--- src/rtl/core/mbrs_pkg.sv ---
// shared types and constants for the modbus tcp register read server
// no dependencies; every other file refers to this package by scoped names
package mbrs_pkg;

    localparam int HDR_LEN   = 7;
    localparam int PDU_KEEP  = 5;
    localparam int CFG_IDX_W = 2;
    localparam int REG_IDX_W = 5;

    localparam logic [1:0] OP_BYTE  = 2'd0;
    localparam logic [1:0] OP_WRITE = 2'd1;
    localparam logic [1:0] OP_ABORT = 2'd2;

    localparam logic [CFG_IDX_W-1:0] CFG_BASE  = 2'd0;
    localparam logic [CFG_IDX_W-1:0] CFG_COUNT = 2'd1;

    localparam logic [7:0] FC_READ  = 8'h03;
    localparam logic [7:0] EXC_FLAG = 8'h80;
    localparam logic [7:0] EXC_ADDR = 8'h02;
    localparam logic [7:0] EXC_FUNC = 8'h01;
    localparam logic [7:0] MIN_LEN  = 8'd2;

    typedef enum logic [9:0] {
        S_RX      = 10'b00_0000_0001,
        S_BAD     = 10'b00_0000_0010,
        S_EVAL    = 10'b00_0000_0100,
        S_HDR     = 10'b00_0000_1000,
        S_EXC_FC  = 10'b00_0001_0000,
        S_EXC_CD  = 10'b00_0010_0000,
        S_BCNT    = 10'b00_0100_0000,
        S_RD      = 10'b00_1000_0000,
        S_HI      = 10'b01_0000_0000,
        S_LO      = 10'b10_0000_0000
    } t_state;

    // access request from the frame engine to the register table
    typedef struct packed {
        logic                 wr_en;
        logic [REG_IDX_W-1:0] wr_idx;
        logic [15:0]          wr_data;
        logic                 rd_en;
        logic [REG_IDX_W-1:0] rd_idx;
    } t_tbl_req;

endpackage

--- src/rtl/core/mbrs_if.sv ---
// valid/ready channel interfaces: request items, response bytes, register writes
// depends on mbrs_pkg for the config index width
interface mbrs_in_if;
    logic        valid;
    logic        ready;
    logic [1:0]  opcode;
    logic [7:0]  rx_byte;
    logic [3:0]  reg_index;
    logic [15:0] reg_value;

    modport source (output valid, opcode, rx_byte, reg_index, reg_value, input ready);
    modport sink   (input valid, opcode, rx_byte, reg_index, reg_value, output ready);
endinterface

interface mbrs_out_if;
    logic       valid;
    logic       ready;
    logic [7:0] tx_byte;
    logic       last;
    logic       bad_frame;

    modport source (output valid, tx_byte, last, bad_frame, input ready);
    modport sink   (input valid, tx_byte, last, bad_frame, output ready);
endinterface

interface mbrs_cfg_if;
    logic                           valid;
    logic                           ready;
    logic [mbrs_pkg::CFG_IDX_W-1:0] index;
    logic [15:0]                    data;

    modport source (output valid, index, data, input ready);
    modport sink   (input valid, index, data, output ready);
endinterface

--- src/rtl/core/mbrs_table.sv ---
// holding register table: synchronous memory, one write and one read port,
// registered read data; per-entry valid bits make unwritten entries read as zero
module mbrs_table #(
    parameter int MAX_REGS = 16
) (
    input  logic               i_clk,
    input  logic               i_rst_n,
    input  mbrs_pkg::t_tbl_req i_req,
    output logic [15:0]        o_rdata
);
    localparam int AW = (MAX_REGS > 1) ? $clog2(MAX_REGS) : 1;

    logic [15:0]         r_mem [MAX_REGS];
    logic [MAX_REGS-1:0] r_vld;
    logic [15:0]         r_rdata;

    always_ff @(posedge i_clk) begin
        if (i_req.wr_en) begin
            r_mem[i_req.wr_idx[AW-1:0]] <= i_req.wr_data;
        end
        if (i_req.rd_en) begin
            r_rdata <= r_vld[i_req.rd_idx[AW-1:0]] ? r_mem[i_req.rd_idx[AW-1:0]] : 16'd0;
        end
    end

    always_ff @(posedge i_clk) begin
        if (!i_rst_n) begin
            r_vld <= '0;
        end else if (i_req.wr_en) begin
            r_vld[i_req.wr_idx[AW-1:0]] <= 1'b1;
        end
    end

    assign o_rdata = r_rdata;

endmodule

--- src/rtl/core/modbus_tcp_register_read_server.sv ---
// Modbus TCP read-holding-registers server. While idle it takes one item per cycle: a
// request byte, a write to the MAX_REGS-entry holding register table, or an abort that
// drops a partial frame. A header with a nonzero protocol id or a length outside 2..255
// gives a single bad_frame beat. A complete frame passes the range check,
// then streams its response while input is held off: 7 header bytes, then either the
// two exception bytes or a byte count and, per register, a read of the table memory,
// then its high and low byte. The table comes out of reset reading zero. Depends on
// mbrs_pkg, mbrs_if and mbrs_table.
module modbus_tcp_register_read_server #(
    parameter int MAX_REGS = 16
) (
    input  logic        i_clk,
    input  logic        i_rst_n,
    mbrs_in_if.sink     i_in,
    mbrs_cfg_if.sink    i_cfg,
    mbrs_out_if.source  o_out
);
    localparam int RW = mbrs_pkg::REG_IDX_W;

    mbrs_pkg::t_state   r_state, n_state;
    mbrs_pkg::t_tbl_req tbl_req;
    logic [15:0]        tbl_rdata;

    logic [7:0]  r_hdr [mbrs_pkg::HDR_LEN];
    logic [7:0]  r_pdu [mbrs_pkg::PDU_KEEP];
    logic [7:0]  r_cnt;
    logic [7:0]  r_plen;
    logic        r_phase;
    logic [15:0] r_base;
    logic [4:0]  r_rcnt;

    logic        r_ok;
    logic [7:0]  r_len5;
    logic [7:0]  r_code;
    logic [RW-1:0] r_idx;
    logic [RW-1:0] r_left;
    logic [2:0]  r_hpos;

    logic        r_ov;
    logic [7:0]  r_tx;
    logic        r_last;
    logic        r_bad;

    logic        in_fire;
    logic        out_free;
    logic        emit;
    logic [7:0]  e_byte;
    logic        e_last;
    logic        e_bad;
    logic        hdr_bad;

    // range check operands
    logic [15:0] addr, qty;
    logic [4:0]  limit;
    logic [16:0] span_end, table_end;
    logic        read_req, range_ok;

    mbrs_table #(.MAX_REGS(MAX_REGS)) u_table (
        .i_clk   (i_clk),
        .i_rst_n (i_rst_n),
        .i_req   (tbl_req),
        .o_rdata (tbl_rdata)
    );

    assign i_in.ready  = (r_state == mbrs_pkg::S_RX);
    assign in_fire     = i_in.valid && i_in.ready;
    assign i_cfg.ready = 1'b1;
    assign out_free    = !r_ov || o_out.ready;

    assign o_out.valid     = r_ov;
    assign o_out.tx_byte   = r_tx;
    assign o_out.last      = r_last;
    assign o_out.bad_frame = r_bad;

    assign hdr_bad = ({r_hdr[2], r_hdr[3]} != 16'd0) || (r_hdr[4] != 8'd0)
                   || (r_hdr[5] < mbrs_pkg::MIN_LEN);

    assign addr      = {r_pdu[1], r_pdu[2]};
    assign qty       = {r_pdu[3], r_pdu[4]};
    assign limit     = (r_rcnt > 5'(MAX_REGS)) ? 5'(MAX_REGS) : r_rcnt;
    assign span_end  = {1'b0, addr} + {1'b0, qty};
    assign table_end = {1'b0, r_base} + {12'd0, limit};
    assign read_req  = (r_pdu[0] == mbrs_pkg::FC_READ) && (r_plen == 8'(mbrs_pkg::PDU_KEEP));
    assign range_ok  = read_req && (qty != 16'd0) && (addr >= r_base)
                     && (span_end <= table_end);

    always_comb begin
        n_state = r_state;
        emit    = 1'b0;
        e_byte  = 8'd0;
        e_last  = 1'b0;
        e_bad   = 1'b0;
        tbl_req = '0;
        case (r_state)
            mbrs_pkg::S_RX: begin
                if (in_fire) begin
                    case (i_in.opcode)
                        mbrs_pkg::OP_WRITE: begin
                            tbl_req.wr_en   = ({1'b0, i_in.reg_index} < 5'(MAX_REGS));
                            tbl_req.wr_idx  = RW'({1'b0, i_in.reg_index});
                            tbl_req.wr_data = i_in.reg_value;
                        end
                        mbrs_pkg::OP_BYTE: begin
                            if (!r_phase) begin
                                if (r_cnt == 8'(mbrs_pkg::HDR_LEN - 1) && hdr_bad) begin
                                    n_state = mbrs_pkg::S_BAD;
                                end
                            end else if (r_cnt + 8'd1 == r_plen) begin
                                n_state = mbrs_pkg::S_EVAL;
                            end
                        end
                        default: begin
                        end
                    endcase
                end
            end
            mbrs_pkg::S_BAD: begin
                emit   = out_free;
                e_last = 1'b1;
                e_bad  = 1'b1;
                if (out_free) n_state = mbrs_pkg::S_RX;
            end
            mbrs_pkg::S_EVAL: begin
                n_state = mbrs_pkg::S_HDR;
            end
            mbrs_pkg::S_HDR: begin
                emit = out_free;
                case (r_hpos)
                    3'd4:    e_byte = 8'd0;
                    3'd5:    e_byte = r_len5;
                    default: e_byte = r_hdr[r_hpos];
                endcase
                if (out_free && r_hpos == 3'(mbrs_pkg::HDR_LEN - 1)) begin
                    n_state = r_ok ? mbrs_pkg::S_BCNT : mbrs_pkg::S_EXC_FC;
                end
            end
            mbrs_pkg::S_EXC_FC: begin
                emit   = out_free;
                e_byte = r_pdu[0] | mbrs_pkg::EXC_FLAG;
                if (out_free) n_state = mbrs_pkg::S_EXC_CD;
            end
            mbrs_pkg::S_EXC_CD: begin
                emit   = out_free;
                e_byte = r_code;
                e_last = 1'b1;
                if (out_free) n_state = mbrs_pkg::S_RX;
            end
            mbrs_pkg::S_BCNT: begin
                emit   = out_free;
                e_byte = 8'({r_left, 1'b0});
                if (out_free) n_state = mbrs_pkg::S_RD;
            end
            mbrs_pkg::S_RD: begin
                tbl_req.rd_en  = 1'b1;
                tbl_req.rd_idx = r_idx;
                n_state        = mbrs_pkg::S_HI;
            end
            mbrs_pkg::S_HI: begin
                emit   = out_free;
                e_byte = tbl_rdata[15:8];
                if (out_free) n_state = mbrs_pkg::S_LO;
            end
            mbrs_pkg::S_LO: begin
                emit   = out_free;
                e_byte = tbl_rdata[7:0];
                e_last = (r_left == RW'(1));
                if (out_free) n_state = (r_left == RW'(1)) ? mbrs_pkg::S_RX : mbrs_pkg::S_RD;
            end
            default: begin
                n_state = mbrs_pkg::S_RX;
            end
        endcase
    end

    // control state
    always_ff @(posedge i_clk) begin
        if (!i_rst_n) begin
            r_state <= mbrs_pkg::S_RX;
            r_cnt   <= 8'd0;
            r_phase <= 1'b0;
            r_plen  <= 8'd0;
            r_base  <= 16'd0;
            r_rcnt  <= 5'd0;
            r_ov    <= 1'b0;
            r_hpos  <= 3'd0;
        end else begin
            r_state <= n_state;
            if (i_cfg.valid) begin
                case (i_cfg.index)
                    mbrs_pkg::CFG_BASE:  r_base <= i_cfg.data;
                    mbrs_pkg::CFG_COUNT: r_rcnt <= i_cfg.data[4:0];
                    default: begin
                    end
                endcase
            end
            if (emit) begin
                r_ov <= 1'b1;
            end else if (o_out.ready) begin
                r_ov <= 1'b0;
            end
            if (r_state == mbrs_pkg::S_EVAL) begin
                r_hpos <= 3'd0;
            end else if (r_state == mbrs_pkg::S_HDR && out_free) begin
                r_hpos <= r_hpos + 3'd1;
            end
            if (in_fire) begin
                case (i_in.opcode)
                    mbrs_pkg::OP_ABORT: begin
                        r_phase <= 1'b0;
                        r_cnt   <= 8'd0;
                    end
                    mbrs_pkg::OP_BYTE: begin
                        if (!r_phase) begin
                            if (r_cnt == 8'(mbrs_pkg::HDR_LEN - 1)) begin
                                r_cnt <= 8'd0;
                                if (!hdr_bad) begin
                                    r_phase <= 1'b1;
                                    r_plen  <= r_hdr[5] - 8'd1;
                                end
                            end else begin
                                r_cnt <= r_cnt + 8'd1;
                            end
                        end else if (r_cnt + 8'd1 == r_plen) begin
                            r_cnt   <= 8'd0;
                            r_phase <= 1'b0;
                        end else begin
                            r_cnt <= r_cnt + 8'd1;
                        end
                    end
                    default: begin
                    end
                endcase
            end
        end
    end

    // frame bytes, response bookkeeping and the output beat register
    always_ff @(posedge i_clk) begin
        if (in_fire && i_in.opcode == mbrs_pkg::OP_BYTE) begin
            if (!r_phase) begin
                r_hdr[r_cnt[2:0]] <= i_in.rx_byte;
            end else if (r_cnt < 8'(mbrs_pkg::PDU_KEEP)) begin
                r_pdu[r_cnt[2:0]] <= i_in.rx_byte;
            end
        end
        if (r_state == mbrs_pkg::S_EVAL) begin
            r_ok   <= range_ok;
            r_len5 <= range_ok ? 8'd3 + {qty[6:0], 1'b0} : 8'd3;
            r_code <= read_req ? mbrs_pkg::EXC_ADDR : mbrs_pkg::EXC_FUNC;
            r_idx  <= RW'(addr - r_base);
            r_left <= RW'(qty);
        end else if (r_state == mbrs_pkg::S_LO && out_free) begin
            r_idx  <= r_idx + RW'(1);
            r_left <= r_left - RW'(1);
        end
        if (emit) begin
            r_tx   <= e_byte;
            r_last <= e_last;
            r_bad  <= e_bad;
        end
    end

`ifndef SYNTHESIS
    a_bad_is_last: assert property (@(posedge i_clk) disable iff (!i_rst_n)
        (o_out.valid && o_out.bad_frame) |-> o_out.last)
        else $error("bad frame notice without last");
    a_hdr_count: assert property (@(posedge i_clk) disable iff (!i_rst_n)
        !r_phase |-> (r_cnt < 8'(mbrs_pkg::HDR_LEN)))
        else $error("header byte count overran");
    a_pdu_count: assert property (@(posedge i_clk) disable iff (!i_rst_n)
        (r_phase && r_state == mbrs_pkg::S_RX) |-> (r_cnt < r_plen))
        else $error("pdu byte count passed frame length");
    a_words_left: assert property (@(posedge i_clk) disable iff (!i_rst_n)
        (r_state == mbrs_pkg::S_RD || r_state == mbrs_pkg::S_LO) |-> (r_left != RW'(0)))
        else $error("register walk with no words left");
`endif

endmodule
--- src/flat_wrapper.sv ---
// flat-port wrapper written by rule: the top's interface ports become plain ports
module modbus_tcp_register_read_server_flat 
#(
    parameter int MAX_REGS = 16
)
  (i_clk, i_rst_n, i_in_valid, i_in_opcode, i_in_rx_byte, i_in_reg_index, i_in_reg_value, i_in_ready, i_cfg_valid, i_cfg_index, i_cfg_data, i_cfg_ready, o_out_valid, o_out_tx_byte, o_out_last, o_out_bad_frame, o_out_ready);
  mbrs_in_if i_in_i ();
  mbrs_cfg_if i_cfg_i ();
  mbrs_out_if o_out_i ();
  input  logic i_clk;
  input  logic i_rst_n;
  input wire logic [$bits(i_in_i.valid)-1:0] i_in_valid;
  input wire logic [$bits(i_in_i.opcode)-1:0] i_in_opcode;
  input wire logic [$bits(i_in_i.rx_byte)-1:0] i_in_rx_byte;
  input wire logic [$bits(i_in_i.reg_index)-1:0] i_in_reg_index;
  input wire logic [$bits(i_in_i.reg_value)-1:0] i_in_reg_value;
  output wire logic [$bits(i_in_i.ready)-1:0] i_in_ready;
  input wire logic [$bits(i_cfg_i.valid)-1:0] i_cfg_valid;
  input wire logic [$bits(i_cfg_i.index)-1:0] i_cfg_index;
  input wire logic [$bits(i_cfg_i.data)-1:0] i_cfg_data;
  output wire logic [$bits(i_cfg_i.ready)-1:0] i_cfg_ready;
  output wire logic [$bits(o_out_i.valid)-1:0] o_out_valid;
  output wire logic [$bits(o_out_i.tx_byte)-1:0] o_out_tx_byte;
  output wire logic [$bits(o_out_i.last)-1:0] o_out_last;
  output wire logic [$bits(o_out_i.bad_frame)-1:0] o_out_bad_frame;
  input wire logic [$bits(o_out_i.ready)-1:0] o_out_ready;
  assign i_in_i.valid = i_in_valid;
  assign i_in_i.opcode = i_in_opcode;
  assign i_in_i.rx_byte = i_in_rx_byte;
  assign i_in_i.reg_index = i_in_reg_index;
  assign i_in_i.reg_value = i_in_reg_value;
  assign i_in_ready = i_in_i.ready;
  assign i_cfg_i.valid = i_cfg_valid;
  assign i_cfg_i.index = i_cfg_index;
  assign i_cfg_i.data = i_cfg_data;
  assign i_cfg_ready = i_cfg_i.ready;
  assign o_out_valid = o_out_i.valid;
  assign o_out_tx_byte = o_out_i.tx_byte;
  assign o_out_last = o_out_i.last;
  assign o_out_bad_frame = o_out_i.bad_frame;
  assign o_out_i.ready = o_out_ready;
  modbus_tcp_register_read_server #(.MAX_REGS(MAX_REGS)) u_core (.i_clk(i_clk), .i_rst_n(i_rst_n), .i_in(i_in_i), .i_cfg(i_cfg_i), .o_out(o_out_i));
endmodule
--- config.mk ---
export PLATFORM = sky130hd
export DESIGN_NAME = modbus_tcp_register_read_server_flat
export DESIGN_NICKNAME = d
export VERILOG_FILES = /design/src/rtl/core/mbrs_pkg.sv /design/src/rtl/core/mbrs_if.sv /design/src/rtl/core/mbrs_table.sv /design/src/rtl/core/modbus_tcp_register_read_server.sv /design/src/flat_wrapper.sv
export SDC_FILE = /design/constraint.sdc
export NUM_CORES = 1
export LEC_CHECK = 0
export BUFFER_PORTS_ARGS = -buffer_cell sky130_fd_sc_hd__buf_2
export CORE_ASPECT_RATIO = 1.25
export CORE_MARGIN = 2
export CORE_UTILIZATION = 40
export CTS_CLUSTER_SIZE = 8
export DETAILED_ROUTE_END_ITERATION = 16
export GPL_TIMING_DRIVEN = 0
export HOLD_SLACK_MARGIN = 0.06
export PLACE_DENSITY_LB_ADDON = 0.1
export SYNTH_ARGS = -nofsm -noshare
export SYNTH_HDL_FRONTEND = slang
export SYNTH_SLANG_ARGS = --single-unit
--- constraint.sdc ---
create_clock -name i_clk -period 4.3 [get_ports i_clk]
set_input_delay 1.075 -clock i_clk [delete_from_list [all_inputs] [get_ports i_clk]]
set_output_delay 1.075 -clock i_clk [all_outputs]
set_load 0.03 [all_outputs]
## After elaboration in Yosys (flattened, before gate mapping)

Memory sizes are Yosys's and may differ from the RTL's. A register that Yosys moved wholly into a read port is not among the register bits.
Cells that the tools add are included.

- Register bits: 105
- RAM bits: 352
- Word-level logic and storage cells: 159
- Memories kept: 3

- Add/subtract/negate cells: 9
- Order comparisons: 8
- Equality and inequality tests: 31
- Muxes and demuxes: 55
- Bitwise gates (word level): 4
- Reduce and logical (&&, ||, !) cells: 32

Memory list:

| name | words | bits a word | rd ports | clocked after Yosys merged registers in | write ports | line | text |
|---|---|---|---|---|---|---|---|
| u_core.u_table.r_mem | 16 | 16 | 1 | 1 | 1 | mbrs_table.sv:13 | `logic [15:0] r_mem [MAX_REGS];` |
| u_core.r_hdr | 7 | 8 | 5 | 1 | 1 | modbus_tcp_register_read_server.sv:24 | `logic [7:0] r_hdr [mbrs_pkg::HDR_LEN];` |
| u_core.r_pdu | 5 | 8 | 5 | 0 | 1 | modbus_tcp_register_read_server.sv:25 | `logic [7:0] r_pdu [mbrs_pkg::PDU_KEEP];` |

Operator list:

| cell | number |
|---|---|
| 10-bit two-way mux | 11 |
| 10-bit case mux with 9 select lines | 1 |
| 22-bit two-way mux | 3 |
| 8-bit case mux with 6 select lines | 1 |
| 8-bit two-way mux | 4 |
| 8-bit case mux with 2 select lines | 2 |
| 16-bit nonzero test | 2 |
| 5-bit two-way mux | 5 |
| 1-bit two-way mux | 19 |
| 16-bit by 16-bit adder with 17-bit output | 1 |
| 16-bit by 5-bit adder with 17-bit output | 1 |
| 17-bit less-or-equal comparator | 1 |
| 8-bit by 3-bit == test with 1-bit output (second input constant) | 2 |
| 16-bit greater-or-equal comparator | 1 |
| 16-bit OR | 1 |
| 2-bit by 1-bit inequality test with 1-bit output (second input constant) | 6 |
| 1-bit logical AND | 11 |
| 10-bit by 1-bit == test with 1-bit output (second input constant) | 1 |
| 10-bit == test (second input constant) | 1 |
| 10-bit by 2-bit == test with 1-bit output (second input constant) | 1 |
| 10-bit by 3-bit == test with 1-bit output (second input constant) | 1 |
| 10-bit by 4-bit == test with 1-bit output (second input constant) | 1 |
| 10-bit by 5-bit == test with 1-bit output (second input constant) | 1 |
| 10-bit by 6-bit == test with 1-bit output (second input constant) | 1 |
| other kinds (41) | 60 |

## Logic depth before layout (Yosys ltp)

Gate-level depths: netlist (run 1).
An unclocked memory read counts as a cell.

- Word-level depth: 10
- Depth in mapped cells: 18

## By module

Synthesis (run 1) repeated with hierarchy kept, for this count alone.

- Cell total of the unflattened synthesis: 1446
- Area total of the unflattened synthesis: 21186.6 um2

By module, submodules not included:

| module | instances | cells each | area each (um2) | seq. area each (um2) |
|---|---|---|---|---|
| mbrs_table | 1 | 475 | 10792.9 | 8488.1 |
| modbus_tcp_register_read_server | 1 | 971 | 10393.7 | 5124.9 |

## Worst setup path after synthesis (run 1)

Ideal clock, no wire load.

- Path kind: register -> register
- From: memory u_core.r_pdu[4][0]
- To: register u_core.r_len5[1] (data pin)
- Library setup time: 265 ps
- Arrival time: 3659 ps
- Data required time: 4035 ps
- Path slack: 376 ps
- Cell stages (with the launch flop): 17
- Path buffers: 0
- Clock period less this slack: 3924 ps
- Cell sequence: edfxtp_1 > ha_1 > fa_1 > a21oi_1 > o22ai_1 > a311o_1 > a31oi_1 > o21ai_0 > xor2_1 > ha_1 > a21o_1 > a21o_1 > a21oi_1 > nand2_1 > o41ai_1 > a31oi_1 > or3_1

RTL lines:

| element | line | text |
|---|---|---|
| start: declaration | modbus_tcp_register_read_server.sv:25 |  |
| end signal: assignment | modbus_tcp_register_read_server.sv:248 | `r_len5 <= range_ok ? 8'd3 + {qty[6:0], 1'b0} : 8'd3;` |
| end: declaration | modbus_tcp_register_read_server.sv:33 | `logic [7:0] r_len5;` |

==> results.cfg, run 1 <==
[run_status]
status = finished clean

[power_and_ir_drop]
powerDensity_nw_per_um2 = 412
seqPwrFrac_pct = 49.2
ir_drop_v = 0.000307
swShare_pct = 20.5
p_comb_share_pct = 2.0
p_int_uw = 8100
p_switching_uw = 2090
clock_power_share_pct = 48.8
leakagePower_uw = 0.00851
total_power_uw = 10200

[floorplan]
dieHeight_um = 261
rows = 94
start_util_pct = 40.3
coreArea_um2 = 52500
die-area_um2 = 54700
ios = 66
dieWidth_um = 210

[synthesis]
seq_area_frac_synth_pct = 64.3
syn_area_um2 = 21100
synth_edf_count = 405
synth_top_area_share_pct = 57.6
yosys.area.top_type = edfxtp_1
synth_nets = 1693
syn_area_per_cell_um2 = 13.5
netlist_top_cells_area = edfxtp_1 (58%), dfxtp_1 (6.7%), ha_1 (4.0%)
yosys_warnings = 0
synth_cell_types = 78
async_flop_share_pct = 0
synth_flop_cell = edfxtp_1
netlist_instances = 1570
ys_ff_latch = 476

[drt]
via_per_inst = 5.58
drtPass1Iterations = 5
antenna_left = 0
drt_wl_total_um = 56500
via_count = 13600
drc = 0
wl_per_cell_um = 23.2
drt-initial-drc-count = 937

[sta]
max_freq_mhz = 245
holdWs_ns = 0.465
fin_skew_ns = 0.0190
fin_crit_sh_pct = 95.1
worst_slack_ns = 0.212
worst_slew_pin_slew_ns = 1.31
rsz0062_at_grt = false
finalSetupViolations = 0
period_needed_ns = 4.09
hold_viol = 0
fin_setup_tns_ns = 0
relSlewSlack_pct = 12.1
maxSlewViolCount = 0

[grt]
grt_pass1_wl_um = 85100
track_usage_pct = 20.8
grt_pass1_vias = 13800
antenna_found_initial = 1
grt_max_degree = 26
overflow = 0

[placement]
dp_hpwl_um = 40200
dp_slack_ns = -0.244
port_buffers = 63
placed_cells = 2325
gp_congestion = 0.871

[worst_hold_path]
holdPathStages = 2
hold_path.class = reg -> reg

[layout]
multi_input_area_um2 = 7150
fin_nets = 1851
syn_to_final_growth_pct = 17.2
nFillCells = 4651
post_layout_nonfiller_instances = 2441
layout-drive-gt1-share_pct = 16.1
antennaDiodeCount = 0
seqCellArea_um2 = 13600

[cts]
cts_tree = yes
clock_sinks = 476
htree_levels = 3
cts_buffers = 69
cts-root-buf = clkbuf_16
cts_hold_buf = 0
clock_latency_ns = 0.59
clk_path_buf_depth = 3
clkTransAtPathRegs_ns = 0.05

[flow_run]
drv_cap = 0

[setup_path]
path_class = reg -> reg
crit_start = u_core.r_pdu[4][1]$_DFFE_PP_
critPathArrivalTime_ns = 4.41
end_kind = register
worstReg2RegStart = u_core.r_pdu[4][1]$_DFFE_PP_
cp_max_fo = 8
required_ns = 4.62
r2r-end = u_core.r_len5[1]$_SDFFCE_PN1P_
crit_end = u_core.r_len5[1]$_SDFFCE_PN1P_
path_common_cell = a21o_1
path_cells = buf_4 -> fa_2 -> a21oi_2 -> o22ai_2 -> a311o_1 -> a31oi_2 -> o21ai_1 -> xor2_1 -> ha_1 -> a21o_1 -> a21o_1 -> a21oi_4 -> nand2_1 -> o41ai_2 -> a31oi_4 -> or3_1
regToRegSetupSlack_ns = 0.21
slowest_delay_ns = 0.49
crit_path_top_delay_cell = edfxtp_1
start_kind = register
r2r_cells = 16
kinds of logic (layout without fill, tap and decap cells):
family                   after synthesis  count (layout)  share of synthesized area, %
AO/OA/AOI/OAI                        340             340                          11.5
XOR/XNOR                              56              56                          2.32
adder cells (fa/ha/maj)               70              70                          4.25
buffers and inverters                123             322                          2.61
flip-flops                           476             476                          64.3
multiplexers                          73              73                          4.61
other                                  1               1                        0.0177
AND/OR/NAND/NOR                      431             431                          10.4
power by group through the flow:
stage                     registers (uW)  logic (uW)  clock network [uW]
after floorplan                     5100        96.0                   0
after global placement              5110         190                   0
after detailed placement            5110         201                   0
after CTS                           5020         204                5080
after global routing                5010         220                5270
final                               5020         200                4970
cells in the mapped netlist (5+ instances only):
cell type and count:
a2111o_1 17, a211oi_1 5, a21o_1 30, a21oi_1 79
a221o_1 18, a221oi_1 54, a22oi_1 19, a31oi_1 22
and2_1 21, and3_1 8, buf_2 24, buf_4 6
buf_6 5, clkbuf_1 41, dfxtp_1 71, edfxtp_1 405
ha_1 67, inv_1 41, mux2_2 14, mux2i_1 41
mux4_2 18, nand2_1 97, nand2b_1 10, nand3_1 39
nand3b_1 7, nand4_1 17, nor2_1 120, nor2b_1 19
nor3_1 31, nor3b_1 5, nor4_1 17, nor4b_1 8
o21a_1 10, o21ai_0 40, o21ai_1 7, o31ai_1 7
xnor2_1 36, xor2_1 20
sequential cells by signal, summed over array words and instances (netlist names), named ones only:
name                    cells
u_core.r_phase              1
u_core.u_table.o_rdata     16
u_core.r_cnt                8
u_core.r_code               2
u_core.o_out.valid          1
u_core.r_idx                4
u_core.r_left               5
u_core.o_out.tx_byte        8
u_core.r_pdu               40
u_core.r_hpos               3
u_core.o_out.last           1
u_core.u_table.r_vld       16
u_core.o_out.bad_frame      1
u_core.r_rcnt               5
u_core.r_hdr               64
u_core.r_ok                 1
u_core.r_state             10
u_core.r_plen               8
u_core.u_table.r_mem      256
u_core.r_base              16
u_core.r_len5               7
worst max-delay path: cells and delay by family (launching register included):
kind	cells	cell delay [ns]
AO/OA/AOI/OAI	10	1.77
XOR/XNOR	1	0.17
adder cells (fa/ha/maj)	2	0.74
buffers and inverters	1	0.19
flip-flops	1	0.49
AND/OR/NAND/NOR	2	0.48
routing by layer:
| layer | vias to the layer above | track usage (%) | wire length [um] |
|---|---|---|---|
| li1 | 6405 | - | - |
| met1 | 6789 | 25.5 | 23100 |
| met2 | 333 | 37.2 | 29300 |
| met3 | 89 | 3.07 | 2360 |
| met4 | 2 | 8.37 | 1800 |
| met5 | - | 0 | 8 |
worst min path at each step:
stage / start / endpoint
2_1_floorplan: u_core.u_table.r_vld[5]$_SDFFE_PN0P_ / u_core.u_table.r_vld[5]$_SDFFE_PN0P_
3_3_place_gp: u_core.u_table.r_vld[5]$_SDFFE_PN0P_ / u_core.u_table.r_vld[5]$_SDFFE_PN0P_
3_5_place_dp: u_core.u_table.r_vld[5]$_SDFFE_PN0P_ / u_core.u_table.r_vld[5]$_SDFFE_PN0P_
4_1_cts: u_core.u_table.r_vld[5]$_SDFFE_PN0P_ / u_core.u_table.r_vld[5]$_SDFFE_PN0P_
5_1_grt: u_core.u_table.r_vld[8]$_SDFFE_PN0P_ / u_core.u_table.r_vld[8]$_SDFFE_PN0P_
6_report: u_core.r_base[8]$_SDFFE_PN0P_ / u_core.r_base[8]$_SDFFE_PN0P_
layout make-up:
type | instances | area share, %
flip-flops and latches | 476 | 54.9
multi-input cells | 971 | 28.9
clock buffers | 107 | 7.72
well taps | 672 | 3.40
repair buffers | 87 | 2.68
plain buffers | 79 | 1.56
inverters | 44 | 0.667
clock inverters | 5 | 0.207
what timing repair did:
| action | 4_1_cts | 5_1_grt |
|---|---|---|
| gates resized for setup | 6 | 9 |
| buffers inserted | 1 | 3 |
| pin swaps | 0 | 4 |
| gates cloned | 0 | 0 |
| endpoints found under the setup margin | 8 | 8 |
cell usage in the layout, fill, tap and decap left out, drive strengths merged, types with 8 or more instances in the layout:
cell type,Yosys,final
o21ai,48,48
a221o,18,18
inv,43,47
a221oi,55,55
xnor2,36,36
and3,8,8
nor2b,19,19
nand2,98,98
a2111o,17,17
nor3,34,34
nor4b,8,8
xor2,20,20
and2,21,21
nand2b,10,10
nand4,17,17
o21a,10,10
mux2,14,14
a31oi,22,22
buf,38,125
nand3,41,41
mux4,18,18
nor4,19,19
a22oi,19,19
nor2,122,122
clkbuf,41,148
a21o,30,30
a21oi,80,80
edfxtp,405,405
mux2i,41,41
ha,67,67
dfxtp,71,71
stage by stage:
step	instance area, um^2	util (%)
CTS	24700	47.0
detailed placement	22700	43.2
floorplan	21100	-
global route	24800	47.2
global placement	22300	42.5
finish	24800	47.2
Note: power is estimated with default switching activity, not from simulation.
==> run 2, diff against run 1 <==
--- a/config.mk
+++ b/config.mk
@@ -14,6 +14,7 @@
 export GPL_TIMING_DRIVEN = 0
 export HOLD_SLACK_MARGIN = 0.06
 export PLACE_DENSITY_LB_ADDON = 0.1
+export SLEW_MARGIN = 20
 export SYNTH_ARGS = -nofsm -noshare
 export SYNTH_HDL_FRONTEND = slang
 export SYNTH_SLANG_ARGS = --single-unit
==> constraint.sdc (replaced) <==
create_clock -name i_clk -period 3.35 [get_ports i_clk]
set_input_delay 0.8375 -clock i_clk [delete_from_list [all_inputs] [get_ports i_clk]]
set_output_delay 0.8375 -clock i_clk [all_outputs]
set_load 0.03 [all_outputs]
==> run 2 against run 1 <==
Against the previous run: the flow now finishes with violations (negative setup slack); sequential cell count stayed put; setup slack worse by 0.72 ns; sequential share of layout area is 0.58 points lower; first-iteration DRC count is 6.4% lower; total power is 28% higher; die area stayed put; global-route usage hardly changed; maximum frequency is 5.9% higher; combinational power is 31% higher; design area is 1.1% higher; worst hold slack hardly changed; via count is 0.95% higher.
==> results.cfg, run 2 (synthesis gave the netlist of run 1 again) <==
[setup_path]
critPathArrivalTime_ns = 4.15
crit_start = u_core.r_pdu[4][1]$_DFFE_PP_
crit_buf_inv = 3
required_ns = 3.64
worstReg2RegStart = u_core.r_pdu[4][1]$_DFFE_PP_
start_kind = register
r2r_cells = 17
r2r-end = u_core.r_len5[2]$_SDFFCE_PN0P_
cpLargestDelayFamily = compound AO/OA/AOI/OAI gates
path_class = reg -> reg
regToRegSetupSlack_ns = -0.51
end_kind = register
cp_max_fo = 7
path_cells = buf_4 -> fa_2 -> a21oi_4 -> o22ai_2 -> a311o_1 -> a31oi_2 -> o21ai_2 -> a21o_1 -> a21o_1 -> ha_4 -> nand4_1 -> buf_4 -> nand2_2 -> o41ai_4 -> a31oi_4 -> buf_6 -> nor3b_1
slowest_delay_ns = 0.47
crit_path_top_delay_cell = edfxtp_1

[cts]
cts_hold_buf = 0
cts_tree = yes
cts-root-buf = clkbuf_16
htree_levels = 3
clock_latency_ns = 0.59
clk_path_buf_depth = 3
cts_buffers = 69
clock_sinks = 476
clkTransAtPathRegs_ns = 0.05

[grt]
track_usage_pct = 20.9
overflow = 0
grt_max_degree = 26
grt_pass1_wl_um = 84800
grt_pass1_vias = 14000
antenna_found_initial = 0

[floorplan]
die-area_um2 = 54700
start_util_pct = 40.3
ios = 66
coreArea_um2 = 52500
rows = 94
dieWidth_um = 210
dieHeight_um = 261

[layout]
syn_to_final_growth_pct = 18.4
mostFrequentLayoutCell = edfxtp_1
fin_util_pct = 47.7
nFillCells = 4655
fin_nets = 1871
layout-drive-gt1-share_pct = 18.2
layout_common_cells = edfxtp_1 (405), nor2_1 (106), nand2_1 (96)
largest_register_ffs = 256
post_layout_nonfiller_instances = 2462
antennaDiodeCount = 0

[flow_run]
drv_cap = 0

[sta]
fin_crit_sh_pct = 115
period_needed_ns = 3.86
hold_viol = 0
maxSlewViolCount = 0
relSlewSlack_pct = 35.0
worst_slack_ns = -0.510
max_freq_mhz = 259
fin_skew_ns = 0.0274
rsz0062_at_grt = true
finalSetupViolations = 8
worst_slew_pin_slew_ns = 0.975
holdWs_ns = 0.465

[placement]
placed_cells = 2327
gp_congestion = 0.842
dp_hpwl_um = 40100
port_buffers = 63

[worst_hold_path]
worst_hold_startpoint = u_core.u_table.r_vld[14]$_SDFFE_PN0P_
hold_end = u_core.u_table.r_vld[14]$_SDFFE_PN0P_
holdPathStages = 2
hold_path.class = reg -> reg

[run_status]
status = complete, but fails checks
violations = negative setup slack

[power_and_ir_drop]
ir_drop_v = 0.000374
powerDensity_nw_per_um2 = 520
total_power_uw = 13000
leakagePower_uw = 0.00856

[drt]
wl_per_cell_um = 22.9
via_per_inst = 5.58
drt-initial-drc-count = 877
via_count = 13700
antenna_left = 0
drc = 0
drtPass1Iterations = 4
drt_wl_total_um = 56500
## run 2: final cells by class
cell class	instances	area [um^2]	share of cell area (%)
Sequential cell	476	13600	54.3
Clock inverter	5	60.1	0.240
Timing Repair Buffer	107	734	2.94
Multi-Input combinational cell	971	7350	29.4
Inverter	44	165	0.660
Clock buffer	108	1890	7.57
Buffer	79	388	1.55
Tap cell	672	841	3.36
## run 2: tightest hold or removal path: cells and delay by family, from the launching register on
kind	cells	cell delay [ns]
and+or+nand+nor	2	0.12
DFF	1	0.32
## run 2: power by group
part	switching [uW]	internal [uW]	leakage (uW)
Sequential	13.1	6430	0.00403
Clock	2450	3850	0.000934
Combinational	181	81.6	0.00360
Total	2640	10400	0.00856
## run 2: how the worst max path moves through the flow
stage                                             to  slack, ns  depth (start not counted)
3_3_place_gp   u_core.u_table.r_mem[4][14]$_DFFE_PP_      -1.56                          7
3_5_place_dp          u_core.r_len5[1]$_SDFFCE_PN1P_      -0.72                         15
6_report              u_core.r_len5[2]$_SDFFCE_PN0P_      -0.51                         17
4_1_cts               u_core.r_len5[1]$_SDFFCE_PN1P_      -0.53                         16
5_1_grt               u_core.r_len5[3]$_SDFFCE_PN0P_      -0.67                         17
2_1_floorplan         u_core.r_len5[1]$_SDFFCE_PN1P_      -0.25                         16
## run 2: per-layer routing
metal	share of wire (%)	global-route usage [%]
met3	4.7	3.37
met1	40	24.6
met4	4.1	9.97
met2	51	37.3
met5	0	0
## run 2: stage by stage
step                      worst slack [ns]  TNS, ns  instance area, um^2
after floorplan                     -0.249   -0.249                21200
after global placement               -1.56  -235.45                22400
after detailed placement            -0.719   -10.01                22700
after CTS                           -0.531    -3.74                24800
after global routing                -0.672    -5.44                25000
final                               -0.510    -4.01                25000
## run 2: timing repair
item / 4_1_cts / 5_1_grt
pin swaps: 5 / 18
setup buffers: 13 / 9
setup endpoints to repair: 24 / 376
resized for setup: 9 / 32
==> run 3, diff against run 2 <==
--- a/config.mk
+++ b/config.mk
@@ -8,12 +8,13 @@
 export BUFFER_PORTS_ARGS = -buffer_cell sky130_fd_sc_hd__buf_2
 export CORE_ASPECT_RATIO = 1.25
 export CORE_MARGIN = 2
-export CORE_UTILIZATION = 40
+export CORE_UTILIZATION = 55
 export CTS_CLUSTER_SIZE = 8
 export DETAILED_ROUTE_END_ITERATION = 16
 export GPL_TIMING_DRIVEN = 0
 export HOLD_SLACK_MARGIN = 0.06
 export PLACE_DENSITY_LB_ADDON = 0.1
+export SKIP_LAST_GASP = 1
 export SLEW_MARGIN = 20
 export SYNTH_ARGS = -nofsm -noshare
 export SYNTH_HDL_FRONTEND = slang
==> run 3 against run 2 <==
Against the previous run: final cell count down 7.1%; critical path depth is 1 lower; global-route usage increased by 6.3 points; sequential share of layout area rose by 0.44 points; the run still ends with negative setup slack left; combinational power hardly changed; core utilization up 18 points; routed wire length fell by 5.4%; sequential cell count did not move; sequential power barely moved; largest power group unchanged; die area decreased by 27%; total power increased by 0.93%.
==> results.cfg, run 3 (synthesis gave the netlist of run 1 again) <==
[sta]
worst_slack_ns = -0.434
period_needed_ns = 3.78
hold_viol = 0
fin_skew_ns = 0.0281
holdWs_ns = 0.465
maxSlewViolCount = 0
rsz0062_at_grt = true
worst_slew_pin_slew_ns = 1.05
max_freq_mhz = 264
fin_crit_sh_pct = 113
relSlewSlack_pct = 29.2
finalSetupViolations = 8

[drt]
drc = 0
via_count = 14000
drtPass1Iterations = 6
drt-initial-drc-count = 1210
via_per_inst = 6.10
drt_wl_total_um = 53400
wl_per_cell_um = 23.4
antenna_left = 0

[run_status]
status = complete, but fails checks
violations = negative setup slack

[setup_path]
required_ns = 3.66
cp_max_fo = 3
crit_path_top_delay_cell = edfxtp_1
path_cells = ha_4 -> buf_4 -> a211oi_2 -> o21ai_2 -> a2111o_1 -> a31oi_4 -> o21ai_0 -> a21oi_1 -> xnor2_1 -> ha_1 -> a21o_1 -> a21oi_4 -> nand2_1 -> o41ai_2 -> a31oi_4 -> or3_1
start_kind = register
critPathArrivalTime_ns = 4.09
crit_buf_inv = 1
end_kind = register
slowest_delay_ns = 0.47
path_common_cell = a31oi_4
path_class = reg -> reg
cpLargestDelayFamily = compound AO/OA/AOI/OAI gates

[cts]
clkTransAtPathRegs_ns = 0.05
clock_latency_ns = 0.59
cts_buffers = 69
htree_levels = 3
clk_path_buf_depth = 3
clock_sinks = 476
cts-root-buf = clkbuf_16
cts_tree = yes

[power_and_ir_drop]
total_power_uw = 13100
leakagePower_uw = 0.00856
powerDensity_nw_per_um2 = 529
ir_drop_v = 0.000432

[grt]
grt_pass1_vias = 14000
track_usage_pct = 27.2
overflow = 0
grt_pass1_wl_um = 81200
grt_max_degree = 26
antenna_found_initial = 0

[floorplan]
rows = 80
dieHeight_um = 223
dieWidth_um = 179
start_util_pct = 55.5
ios = 66
coreArea_um2 = 38000
die-area_um2 = 40000

[worst_hold_path]
hold_path.class = reg -> reg

[flow_run]
drv_cap = 0

[layout]
layout-drive-gt1-share_pct = 18.4
mostFrequentLayoutCell = edfxtp_1
fin_nets = 1870
multi_input_area_um2 = 7310
largest_register_ffs = 256
nFillCells = 2832
syn_to_final_growth_pct = 17.5
antennaDiodeCount = 0
seqCellArea_um2 = 13600
post_layout_nonfiller_instances = 2288
layout_common_cells = edfxtp_1 (405), nor2_1 (106), nand2_1 (97)

[placement]
port_buffers = 63
gp_congestion = 0.919
placed_cells = 2148
dp_hpwl_um = 37600
[run 3: through the flow]
step / setup WS [ns] / utilization, % / area (um^2) / setup TNS [ns]
global placement: -1.42 / 58.2 / 22100 / -181.43
detailed placement: -0.748 / 59.1 / 22500 / -7.74
finish: -0.434 / 65.3 / 24800 / -2.98
floorplan: -0.249 / - / 21200 / -0.249
CTS: -0.457 / 64.9 / 24700 / -3.23
global route: -0.632 / 65.3 / 24800 / -4.85
[run 3: area by class of cell]
cell class                 instances  area share (%)
buffer                            79            1.56
sequential                       476            54.7
tap                              492            2.48
inverter                          44           0.665
clock buffer                     114            7.76
multi-input combinational        971            29.4
timing repair buffer             106            2.94
clock inverter                     6           0.418
[run 3: path summary, 6_finish.rpt]
kind | to | from | slack (ns) | cells after the start
max reg2reg | u_core.r_len5[1]$_SDFFCE_PN1P_ | u_core.r_pdu[4][0]$_DFFE_PP_ | -0.43 | 16
min | u_core.u_table.r_vld[13]$_SDFFE_PN0P_ | u_core.u_table.r_vld[13]$_SDFFE_PN0P_ | 0.46 | 2
min reg2reg | u_core.u_table.r_vld[13]$_SDFFE_PN0P_ | u_core.u_table.r_vld[13]$_SDFFE_PN0P_ | 0.46 | 2
max | u_core.r_len5[1]$_SDFFCE_PN1P_ | u_core.r_pdu[4][0]$_DFFE_PP_ | -0.43 | 16
[run 3: tightest hold or removal path: stages, from the launching register on]
cell     delay, ns
dfxtp_1       0.32
nor2_1        0.05
nor2_1        0.06
[run 3: repair_timing]
item | CTS | global route
hold endpoints to repair | 0 | 0
cloned | 0 | 0
gates resized for setup | 14 | 20
pin swaps | 2 | 6
endpoints found under the setup margin | 21 | 127
hold buffers | 0 | 0
setup buffers | 13 | 7
[run 3: per-layer routing]
| metal | wire length, um | GRT usage, % | vias up | part of all wire, % |
|---|---|---|---|---|
| met5 | 0 | 0 | - | 0 |
| met4 | 1920 | 10.8 | 0 | 3.6 |
| met2 | 28100 | 47.5 | 498 | 53 |
| met3 | 2910 | 4.04 | 115 | 5.4 |
| li1 | - | - | 6445 | - |
| met1 | 20500 | 33.7 | 6908 | 38 |
[run 3: power by group]
| group | internal (uW) | switching [uW] |
|---|---|---|
| sequential | 6430 | 13.4 |
| clock | 3920 | 2500 |
| combinational | 81.4 | 179 |
| total | 10400 | 2690 |
